--- src/rtl/core/hsp_pkg.sv ---
// Shared types, codes and character helpers for the hex string parser.
// No dependencies; every other file of the block refers to this package.
package hsp_pkg;

    // Default sizing
    localparam int MAX_BYTES_DEF   = 8;
    localparam int OFFSET_BITS_DEF = 16;

    // Payload widths
    localparam int CHAR_W   = 8;
    localparam int VALUE_W  = 64;
    localparam int STATUS_W = 2;
    localparam int OFFSET_W = 16;
    localparam int APB_AW   = 3;
    localparam int APB_DW   = 32;

    typedef logic [STATUS_W-1:0] status_t;

    // Result status codes
    localparam status_t ST_OK       = 2'd0;
    localparam status_t ST_INVALID  = 2'd1;
    localparam status_t ST_OVERFLOW = 2'd2;

    // Register indexes (paddr[2])
    localparam logic REG_STRICT = 1'b0;
    localparam logic REG_VBYTES = 1'b1;

    localparam logic [3:0] VBYTES_RESET = 4'd8;

    // Characters
    localparam logic [CHAR_W-1:0] CH_NUL   = 8'h00;
    localparam logic [CHAR_W-1:0] CH_SPACE = 8'h20;
    localparam logic [CHAR_W-1:0] CH_ZERO  = 8'h30;
    localparam logic [CHAR_W-1:0] CH_LOW_X = 8'h78;
    localparam logic [CHAR_W-1:0] CH_UP_X  = 8'h58;
    localparam logic [CHAR_W-1:0] CH_LF    = 8'h0A;
    localparam logic [CHAR_W-1:0] CH_CR    = 8'h0D;
    localparam logic [CHAR_W-1:0] UP_BIAS  = 8'h37;
    localparam logic [CHAR_W-1:0] LOW_BIAS = 8'h57;

    // True for 0-9, A-F, a-f
    function automatic logic is_hex(input logic [CHAR_W-1:0] c);
        return (c >= 8'h30 && c <= 8'h39) || (c >= 8'h41 && c <= 8'h46) ||
               (c >= 8'h61 && c <= 8'h66);
    endfunction

    // Nibble of a hex character; only meaningful when is_hex holds
    function automatic logic [3:0] hex_nibble(input logic [CHAR_W-1:0] c);
        logic [CHAR_W-1:0] d;
        if (c <= 8'h39)
            d = c - CH_ZERO;
        else if (c <= 8'h46)
            d = c - UP_BIAS;
        else
            d = c - LOW_BIAS;
        return d[3:0];
    endfunction

    // CR, LF or ASCII punctuation
    function automatic logic is_terminator(input logic [CHAR_W-1:0] c);
        return (c == CH_LF) || (c == CH_CR) ||
               (c >= 8'h21 && c <= 8'h2F) || (c >= 8'h3A && c <= 8'h40) ||
               (c >= 8'h5B && c <= 8'h60) || (c >= 8'h7B && c <= 8'h7E);
    endfunction

endpackage

--- src/rtl/core/hsp_char_if.sv ---
// Character channel: one ASCII character per beat, valid/ready handshake.
// Depends on hsp_pkg for the character width.
interface hsp_char_if;
    logic                       valid;
    logic                       ready;
    logic [hsp_pkg::CHAR_W-1:0] character;

    modport source (output valid, output character, input ready);
    modport sink   (input valid, input character, output ready);
endinterface

--- src/rtl/core/hsp_result_if.sv ---
// Result channel: parsed value, status and stop offset, valid/ready handshake.
// Depends on hsp_pkg for widths and the status type.
interface hsp_result_if;
    logic                         valid;
    logic                         ready;
    logic [hsp_pkg::VALUE_W-1:0]  value;
    hsp_pkg::status_t             status;
    logic [hsp_pkg::OFFSET_W-1:0] stop_offset;

    modport source (output valid, output value, output status, output stop_offset,
                    input ready);
    modport sink   (input valid, input value, input status, input stop_offset,
                    output ready);
endinterface

--- src/rtl/core/hex_string_parser.sv ---
// Channel      | Dir | Payload                              | Beat
// char_in      | in  | character[7:0]                       | one character
// result_out   | out | value[63:0] status[1:0] stop_offset  | one parsed number
// apb          | in  | paddr[2:0] pwdata/prdata[31:0]       | strict_mode @0, value_bytes @4
//
// One character is taken per cycle unless char_in stalls; the parse state updates in the same cycle.
// A result is registered on its NUL beat and held until taken.
// char_in stalls only while a result waits in the output register unread.
// rst_n (async, active low) returns to skipping leading spaces, defaults regs.
// Depends on hsp_pkg, hsp_char_if and hsp_result_if.
module hex_string_parser #(
    parameter int MAX_BYTES   = hsp_pkg::MAX_BYTES_DEF,
    parameter int OFFSET_BITS = hsp_pkg::OFFSET_BITS_DEF
) (
    input  logic                       clk,
    input  logic                       rst_n,
    input  logic                       psel,
    input  logic                       penable,
    input  logic                       pwrite,
    input  logic [hsp_pkg::APB_AW-1:0] paddr,
    input  logic [hsp_pkg::APB_DW-1:0] pwdata,
    output logic [hsp_pkg::APB_DW-1:0] prdata,
    output logic                       pready,
    hsp_char_if.sink                   char_in,
    hsp_result_if.source               result_out
);

    localparam int ACC_W = 8 * MAX_BYTES;
    localparam int CNT_W = $clog2(2 * MAX_BYTES + 1);
    localparam logic [3:0] MAX_B4 = 4'(MAX_BYTES);

    typedef enum logic [2:0] {
        PH_LEAD,
        PH_ZERO1,
        PH_ZEROS,
        PH_DIGITS,
        PH_TRAIL,
        PH_DONE
    } phase_t;

    // Configuration registers
    logic       strict_reg;
    logic [3:0] vbytes_reg;

    // Parse state
    phase_t                  phase_reg, phase_next;
    logic [ACC_W-1:0]        acc_reg, acc_next;
    logic [CNT_W-1:0]        count_reg, count_next;
    logic                    saw_zero_reg, saw_zero_next;
    logic [OFFSET_BITS-1:0]  index_reg, index_next;
    logic [OFFSET_BITS-1:0]  stop_reg, stop_next;
    hsp_pkg::status_t        pend_reg, pend_next;

    // Output register
    logic                         out_valid_reg;
    logic [hsp_pkg::VALUE_W-1:0]  out_value_reg;
    hsp_pkg::status_t             out_status_reg;
    logic [hsp_pkg::OFFSET_W-1:0] out_stop_reg;

    logic                         accept;
    logic                         emit;
    hsp_pkg::status_t             emit_status;
    logic                         run_digit;
    logic                         empty;
    logic [3:0]                   vb_clamped;
    logic [4:0]                   limit;
    logic [hsp_pkg::CHAR_W-1:0]   c;

    // APB register file
    assign pready = 1'b1;

    always_comb
    begin
        if (paddr[2] == hsp_pkg::REG_STRICT)
            prdata = {{(hsp_pkg::APB_DW-1){1'b0}}, strict_reg};
        else
            prdata = {{(hsp_pkg::APB_DW-4){1'b0}}, vbytes_reg};
    end

    always_ff @(posedge clk or negedge rst_n)
    begin
        if (!rst_n)
        begin
            strict_reg <= 1'b0;
            vbytes_reg <= hsp_pkg::VBYTES_RESET;
        end
        else if (psel && penable && pwrite)
        begin
            if (paddr[2] == hsp_pkg::REG_STRICT)
                strict_reg <= pwdata[0];
            else
                vbytes_reg <= pwdata[3:0];
        end
    end

    // Take a character whenever the result register is free or draining
    assign char_in.ready = !out_valid_reg || result_out.ready;
    assign accept        = char_in.valid && char_in.ready;
    assign c             = char_in.character;

    assign vb_clamped = (vbytes_reg > MAX_B4) ? MAX_B4 : vbytes_reg;
    assign limit      = {vb_clamped, 1'b0};

    // Next parse state for the character on the input
    always_comb
    begin
        phase_next    = phase_reg;
        acc_next      = acc_reg;
        count_next    = count_reg;
        saw_zero_next = saw_zero_reg;
        stop_next     = stop_reg;
        pend_next     = pend_reg;
        emit          = 1'b0;
        emit_status   = hsp_pkg::ST_OK;
        run_digit     = 1'b0;

        unique case (phase_reg)
            PH_LEAD:
            begin
                if (c == hsp_pkg::CH_ZERO)
                    phase_next = PH_ZERO1;
                else if (c != hsp_pkg::CH_SPACE)
                    run_digit = 1'b1;
            end
            PH_ZERO1:
            begin
                phase_next = PH_ZEROS;
                if (c != hsp_pkg::CH_LOW_X && c != hsp_pkg::CH_UP_X)
                begin
                    saw_zero_next = 1'b1;
                    run_digit     = (c != hsp_pkg::CH_ZERO);
                end
            end
            PH_ZEROS:
            begin
                if (c == hsp_pkg::CH_ZERO)
                    saw_zero_next = 1'b1;
                else
                    run_digit = 1'b1;
            end
            PH_DIGITS:
                run_digit = 1'b1;
            PH_TRAIL:
            begin
                if (c == hsp_pkg::CH_NUL)
                begin
                    stop_next   = index_reg;
                    emit        = 1'b1;
                    emit_status = hsp_pkg::ST_OK;
                end
                else if (c != hsp_pkg::CH_SPACE)
                begin
                    pend_next  = hsp_pkg::ST_INVALID;
                    stop_next  = index_reg;
                    phase_next = PH_DONE;
                end
            end
            PH_DONE:
            begin
                if (c == hsp_pkg::CH_NUL)
                begin
                    emit        = 1'b1;
                    emit_status = pend_reg;
                end
            end
            default:
                phase_next = PH_LEAD;
        endcase

        empty = (count_reg == '0) && !saw_zero_next;

        // Number body: digits and the character that ends them
        if (run_digit)
        begin
            phase_next = PH_DIGITS;
            if (c == hsp_pkg::CH_NUL)
            begin
                stop_next   = index_reg;
                emit        = 1'b1;
                emit_status = empty ? hsp_pkg::ST_INVALID : hsp_pkg::ST_OK;
            end
            else if (c == hsp_pkg::CH_SPACE)
            begin
                if (!empty && strict_reg)
                begin
                    pend_next  = hsp_pkg::ST_OK;
                    phase_next = PH_TRAIL;
                end
                else
                begin
                    pend_next  = empty ? hsp_pkg::ST_INVALID : hsp_pkg::ST_OK;
                    stop_next  = index_reg;
                    phase_next = PH_DONE;
                end
            end
            else if (hsp_pkg::is_hex(c))
            begin
                if (5'(count_reg) >= limit)
                begin
                    pend_next  = hsp_pkg::ST_OVERFLOW;
                    stop_next  = index_reg;
                    phase_next = PH_DONE;
                end
                else
                begin
                    acc_next   = {acc_reg[ACC_W-5:0], hsp_pkg::hex_nibble(c)};
                    count_next = count_reg + 1'b1;
                end
            end
            else
            begin
                if (!strict_reg && hsp_pkg::is_terminator(c) && !empty)
                    pend_next = hsp_pkg::ST_OK;
                else
                    pend_next = hsp_pkg::ST_INVALID;
                stop_next  = index_reg;
                phase_next = PH_DONE;
            end
        end

        // Advance the saturating character index
        if (index_reg != '1)
            index_next = index_reg + 1'b1;
        else
            index_next = index_reg;
    end

    // Hold parse state; clear it after each result
    always_ff @(posedge clk or negedge rst_n)
    begin
        if (!rst_n)
        begin
            phase_reg    <= PH_LEAD;
            acc_reg      <= '0;
            count_reg    <= '0;
            saw_zero_reg <= 1'b0;
            index_reg    <= '0;
            stop_reg     <= '0;
            pend_reg     <= hsp_pkg::ST_OK;
        end
        else if (accept)
        begin
            if (emit)
            begin
                phase_reg    <= PH_LEAD;
                acc_reg      <= '0;
                count_reg    <= '0;
                saw_zero_reg <= 1'b0;
                index_reg    <= '0;
                stop_reg     <= '0;
                pend_reg     <= hsp_pkg::ST_OK;
            end
            else
            begin
                phase_reg    <= phase_next;
                acc_reg      <= acc_next;
                count_reg    <= count_next;
                saw_zero_reg <= saw_zero_next;
                index_reg    <= index_next;
                stop_reg     <= stop_next;
                pend_reg     <= pend_next;
            end
        end
    end

    // Result register: load on a NUL beat, drop once taken
    always_ff @(posedge clk or negedge rst_n)
    begin
        if (!rst_n)
            out_valid_reg <= 1'b0;
        else if (accept && emit)
            out_valid_reg <= 1'b1;
        else if (result_out.ready)
            out_valid_reg <= 1'b0;
    end

    always_ff @(posedge clk)
    begin
        if (accept && emit)
        begin
            out_value_reg  <= (emit_status == hsp_pkg::ST_OK) ?
                              hsp_pkg::VALUE_W'(acc_reg) : '0;
            out_status_reg <= emit_status;
            out_stop_reg   <= hsp_pkg::OFFSET_W'(stop_next);
        end
    end

    assign result_out.valid       = out_valid_reg;
    assign result_out.value       = out_value_reg;
    assign result_out.status      = out_status_reg;
    assign result_out.stop_offset = out_stop_reg;

endmodule

--- src/flat_wrapper.sv ---
// flat-port wrapper written by rule: the top's interface ports become plain ports
module hex_string_parser_flat 
#(
    parameter int MAX_BYTES   = hsp_pkg::MAX_BYTES_DEF,
    parameter int OFFSET_BITS = hsp_pkg::OFFSET_BITS_DEF
)
  (clk, rst_n, psel, penable, pwrite, paddr, pwdata, prdata, pready, char_in_valid, char_in_character, char_in_ready, result_out_valid, result_out_value, result_out_status, result_out_stop_offset, result_out_ready);
  hsp_char_if char_in_i ();
  hsp_result_if result_out_i ();
  input  logic clk;
  input  logic rst_n;
  input  logic psel;
  input  logic penable;
  input  logic pwrite;
  input  logic [hsp_pkg::APB_AW-1:0] paddr;
  input  logic [hsp_pkg::APB_DW-1:0] pwdata;
  output logic [hsp_pkg::APB_DW-1:0] prdata;
  output logic pready;
  input wire logic [$bits(char_in_i.valid)-1:0] char_in_valid;
  input wire logic [$bits(char_in_i.character)-1:0] char_in_character;
  output wire logic [$bits(char_in_i.ready)-1:0] char_in_ready;
  output wire logic [$bits(result_out_i.valid)-1:0] result_out_valid;
  output wire logic [$bits(result_out_i.value)-1:0] result_out_value;
  output wire logic [$bits(result_out_i.status)-1:0] result_out_status;
  output wire logic [$bits(result_out_i.stop_offset)-1:0] result_out_stop_offset;
  input wire logic [$bits(result_out_i.ready)-1:0] result_out_ready;
  assign char_in_i.valid = char_in_valid;
  assign char_in_i.character = char_in_character;
  assign char_in_ready = char_in_i.ready;
  assign result_out_valid = result_out_i.valid;
  assign result_out_value = result_out_i.value;
  assign result_out_status = result_out_i.status;
  assign result_out_stop_offset = result_out_i.stop_offset;
  assign result_out_i.ready = result_out_ready;
  hex_string_parser #(.MAX_BYTES(MAX_BYTES), .OFFSET_BITS(OFFSET_BITS)) u_core (.clk(clk), .rst_n(rst_n), .psel(psel), .penable(penable), .pwrite(pwrite), .paddr(paddr), .pwdata(pwdata), .prdata(prdata), .pready(pready), .char_in(char_in_i), .result_out(result_out_i));
endmodule
--- config.mk ---
export PLATFORM = sky130hd
export DESIGN_NAME = hex_string_parser_flat
export DESIGN_NICKNAME = d
export VERILOG_FILES = /design/src/rtl/core/hsp_pkg.sv /design/src/rtl/core/hsp_char_if.sv /design/src/rtl/core/hsp_result_if.sv /design/src/rtl/core/hex_string_parser.sv /design/src/flat_wrapper.sv
export SDC_FILE = /design/constraint.sdc
export NUM_CORES = 1
export LEC_CHECK = 0
export ABC_AREA = 0
export BUFFER_PORTS_ARGS = -buffer_cell sky130_fd_sc_hd__buf_2
export CAP_MARGIN = 20
export CORE_MARGIN = 2
export CORE_UTILIZATION = 56
export DETAILED_ROUTE_END_ITERATION = 8
export PLACE_DENSITY = 0.77
export SYNTH_ARGS = -nofsm -noshare
export SYNTH_HDL_FRONTEND = slang
export SYNTH_SLANG_ARGS = --single-unit
--- constraint.sdc ---
create_clock -name clk -period 4.1 [get_ports clk]
set_clock_uncertainty 0.15 [all_clocks]
set_input_delay 0.205 -clock clk [delete_from_list [all_inputs] [get_ports clk]]
set_output_delay 0.205 -clock clk [all_outputs]
set_load 0.03 [all_outputs]
==> flow_summary.toml <==
[setup_path]
worstPathArrival_ns = 3.66
worstReg2RegStart = "u_core.vbytes_reg[3]"
crit_start = "u_core.vbytes_reg[3]"
cp-end-kind = "flop"
ff2ff_path_depth = 9
crit_end = "u_core.acc_reg[50]"
critical_path_buf_inv_count = 2
ff2ff_setup_slack_ns = 0.60
crit_chain = "inv_1 > nand2_1 > ha_1 > a21o_1 > a211oi_1 > nand4_1 > a21o_2 > buf_16 > a22o_1"
cp_slowest_stage_delay_ns = 0.58
path_delay_family = "compound AO/OA/AOI/OAI gates"
worst_setup_path_start_kind = "flop"
path_class = "flop to flop"
r2r_end = "u_core.acc_reg[50]"
crit_cells = 9
required_ns = 4.26
path_max_fanout = 36
slowest_stage = "a21o_2"

[logic_synthesis]
ys_top_cells_by_area = "dfrtp_1 31%, edfxtp_1 28%, a22o_1 6.2%"
synth_top_cell_by_area = "dfrtp_1"
synth.most_common_cell = "dfrtp_1"
synth_warnings = 0
synth_edf_count = 82
syn_area_per_cell_sq_um = 12.3
synth_area_sq_um = 8910
synth.distinct_cells = 68
ys.flop_type = "dfrtp_1"
synth_seq_cells = 195
synthTopCellsByCount = "112 x dfrtp_1, 82 x edfxtp_1, 66 x nor2b_1"
synth_top_area_share_pct = 31.5
syn_inst = 725
synthArstFlopShare_pct = 57.9
ys_seq_area_share_pct = 59.4

[power_and_ir_drop]
ir_worst_vdd_uv = 316
powerDensity_nw_per_um2 = 464
power.leakage_nw = 4.62

[drt]
vias_per_cell = 5.74
wire_per_inst_microns = 16.8
wl_microns = 17700
drc = 0
firstDrtPassIters = 5
vias = 6051
drt_iter0_markers = 505
postRouteAntennaNets = 0

[placement]
postPlaceCellArea_sq_um = 9490
gp_congestion = 0.938
io_buffers = 107
place_inst = 1015
dp_hpwl_microns = 11100

[layout]
nFillCells = 1187
nets = 887
drive_gt1_share_pct = 21.3
area_growth_pct = 13.7
final_util_pct = 64.4
layout.cells.non_filler = 1055
n_antenna_cell = 0
fin_area_sq_um = 10100

[sta]
setup_tns_ns = 0
hold_violations = 0
max_slew_margin_pct = 36.1
fin_crit_sh_pct = 85.3
rsz0062_at_grt = "no"
tightest_slew_ns = 0.955
timing.fmax_mhz = 286
fin_crit_ns = 3.50
setup_viol = 0
drv_slew = 0
whs_ns = 0.0545

[outcome]
outcome = "finished, final reports clean"

[floorplan]
die_h_microns = 130
fp.coreArea_sq_um = 15700
num_rows = 46
start_util_pct = 56.7
die_w_microns = 130
io_pins = 167
dieArea_sq_um = 16900

[clock_tree]
cts_tree = "built"
clock-sinks = 195
post_cts_buffers = 0
cts_buffer_depth = 2
root_buffer = "clkbuf_16"
cts_htree_levels = 4
cts_inserted_buffers = 17
clk_pin_slew_ns = 0.07
clock_latency_ns = 0.43

[global_route]
grt_overflow = 0
antenna_found_initial = 0
grt_max_degree = 67
grt_pass1_vias = 5707
grt_pass1_wl_microns = 28700
grt_use_total_pct = 21.6

[run]
max_cap_viol_count = 0

[min_path]
min_path_type = "primary input to flop"
-- cell type report --
class	instances	area (sq um)	share of cell area, %
Sequential cell	195	5290	52.3
Multi-Input combinational cell	474	3250	32.1
Timing Repair Buffer	127	738	7.29
Clock buffer	19	433	4.28
Tap cell	216	270	2.67
Clock inverter	13	104	1.03
Inverter	11	42.5	0.420
-- worst register-to-register path, delay by kind of cell, from the launching register on --
kind	cells	cell delay, ns
fa+ha+maj	1	0.25
simple gates	2	0.57
compound gates	4	1.50
buf+inv	2	0.36
flops	1	0.56
-- per-stage QoR --
step	power, mW	worst slack [ns]
after global routing	4.90	0.446
final	4.70	0.603
after global placement	3.14	0.683
after floorplan	3.03	0.352
after CTS	4.70	0.512
after detailed placement	3.19	0.531
-- layout by cell type, fill, tap and decap left out, types with 5 or more instances in the layout --
| cell | Yosys | routed |
|---|---|---|
| ha_1 | 11 | 11 |
| xor2_1 | 5 | 5 |
| mux2_1 | 14 | 14 |
| nor2_1 | 25 | 25 |
| buf_2 | 13 | 106 |
| nand2b_1 | 6 | 6 |
| o21ai_0 | 23 | 23 |
| nand4_1 | 7 | 7 |
| inv_1 | 11 | 10 |
| nand3_1 | 24 | 24 |
| buf_4 | 32 | 12 |
| mux2i_1 | 17 | 17 |
| o211ai_1 | 6 | 6 |
| a22o_1 | 63 | 63 |
| clkbuf_16 | 0 | 17 |
| dfrtp_1 | 112 | 112 |
| edfxtp_1 | 82 | 82 |
| mux2_2 | 13 | 13 |
| and2_1 | 6 | 6 |
| nand2_1 | 41 | 41 |
| a21oi_1 | 36 | 36 |
| nor2b_1 | 66 | 66 |
| conb_1 | 2 | 29 |
| dlygate4sd3_1 | 0 | 7 |
| and3_1 | 23 | 23 |
-- per-layer routing --
metal  GRT usage, %  routed length, microns  vias up
met5              0                       0        -
met4           6.83                     263        0
met3           3.98                     870       28
met2           35.3                    8710      216
met1           29.6                    7840     2988
li1               -                       -     2819
-- report_power, final --
part / switching (mW) / internal (mW) / leakage (nW)
registers: 0.163 / 2.18 / 2.33
clock network: 0.737 / 0.787 / 0.253
logic: 0.468 / 0.358 / 2.04
-- logic make-up after synthesis --
| family | Yosys count | synth area share [%] |
|---|---|---|
| AND/OR/NAND/NOR | 218 | 13.8 |
| flip-flops | 195 | 59.4 |
| AO/OA/AOI/OAI | 165 | 13.7 |
| buffers and inverters | 83 | 5.45 |
| multiplexers | 44 | 5.32 |
| adder cells (fa/ha/maj) | 11 | 1.55 |
| XOR/XNOR | 7 | 0.688 |
| other | 2 | 0.0843 |
-- how the worst min path moves through the flow --
stage / from / endpoint / slack, ns / cells past startpoint
5_1_grt: paddr[2] / u_core.strict_reg / 0.09 / 3
3_3_place_gp: rst_n / u_core.acc_reg[60] / 0.23 / 2
6_report: penable / u_core.strict_reg / 0.05 / 4
3_5_place_dp: rst_n / u_core.acc_reg[60] / 0.25 / 2
4_1_cts: penable / u_core.strict_reg / 0.04 / 4
2_1_floorplan: rst_n / u_core.acc_reg[0] / -0.24 / 0
-- repair_timing --
action	in CTS	in global routing
hold buffers	7	0
endpoints found under the hold margin	118	0
resized for setup	0	0
Note: power is estimated with default switching activity, not from simulation.
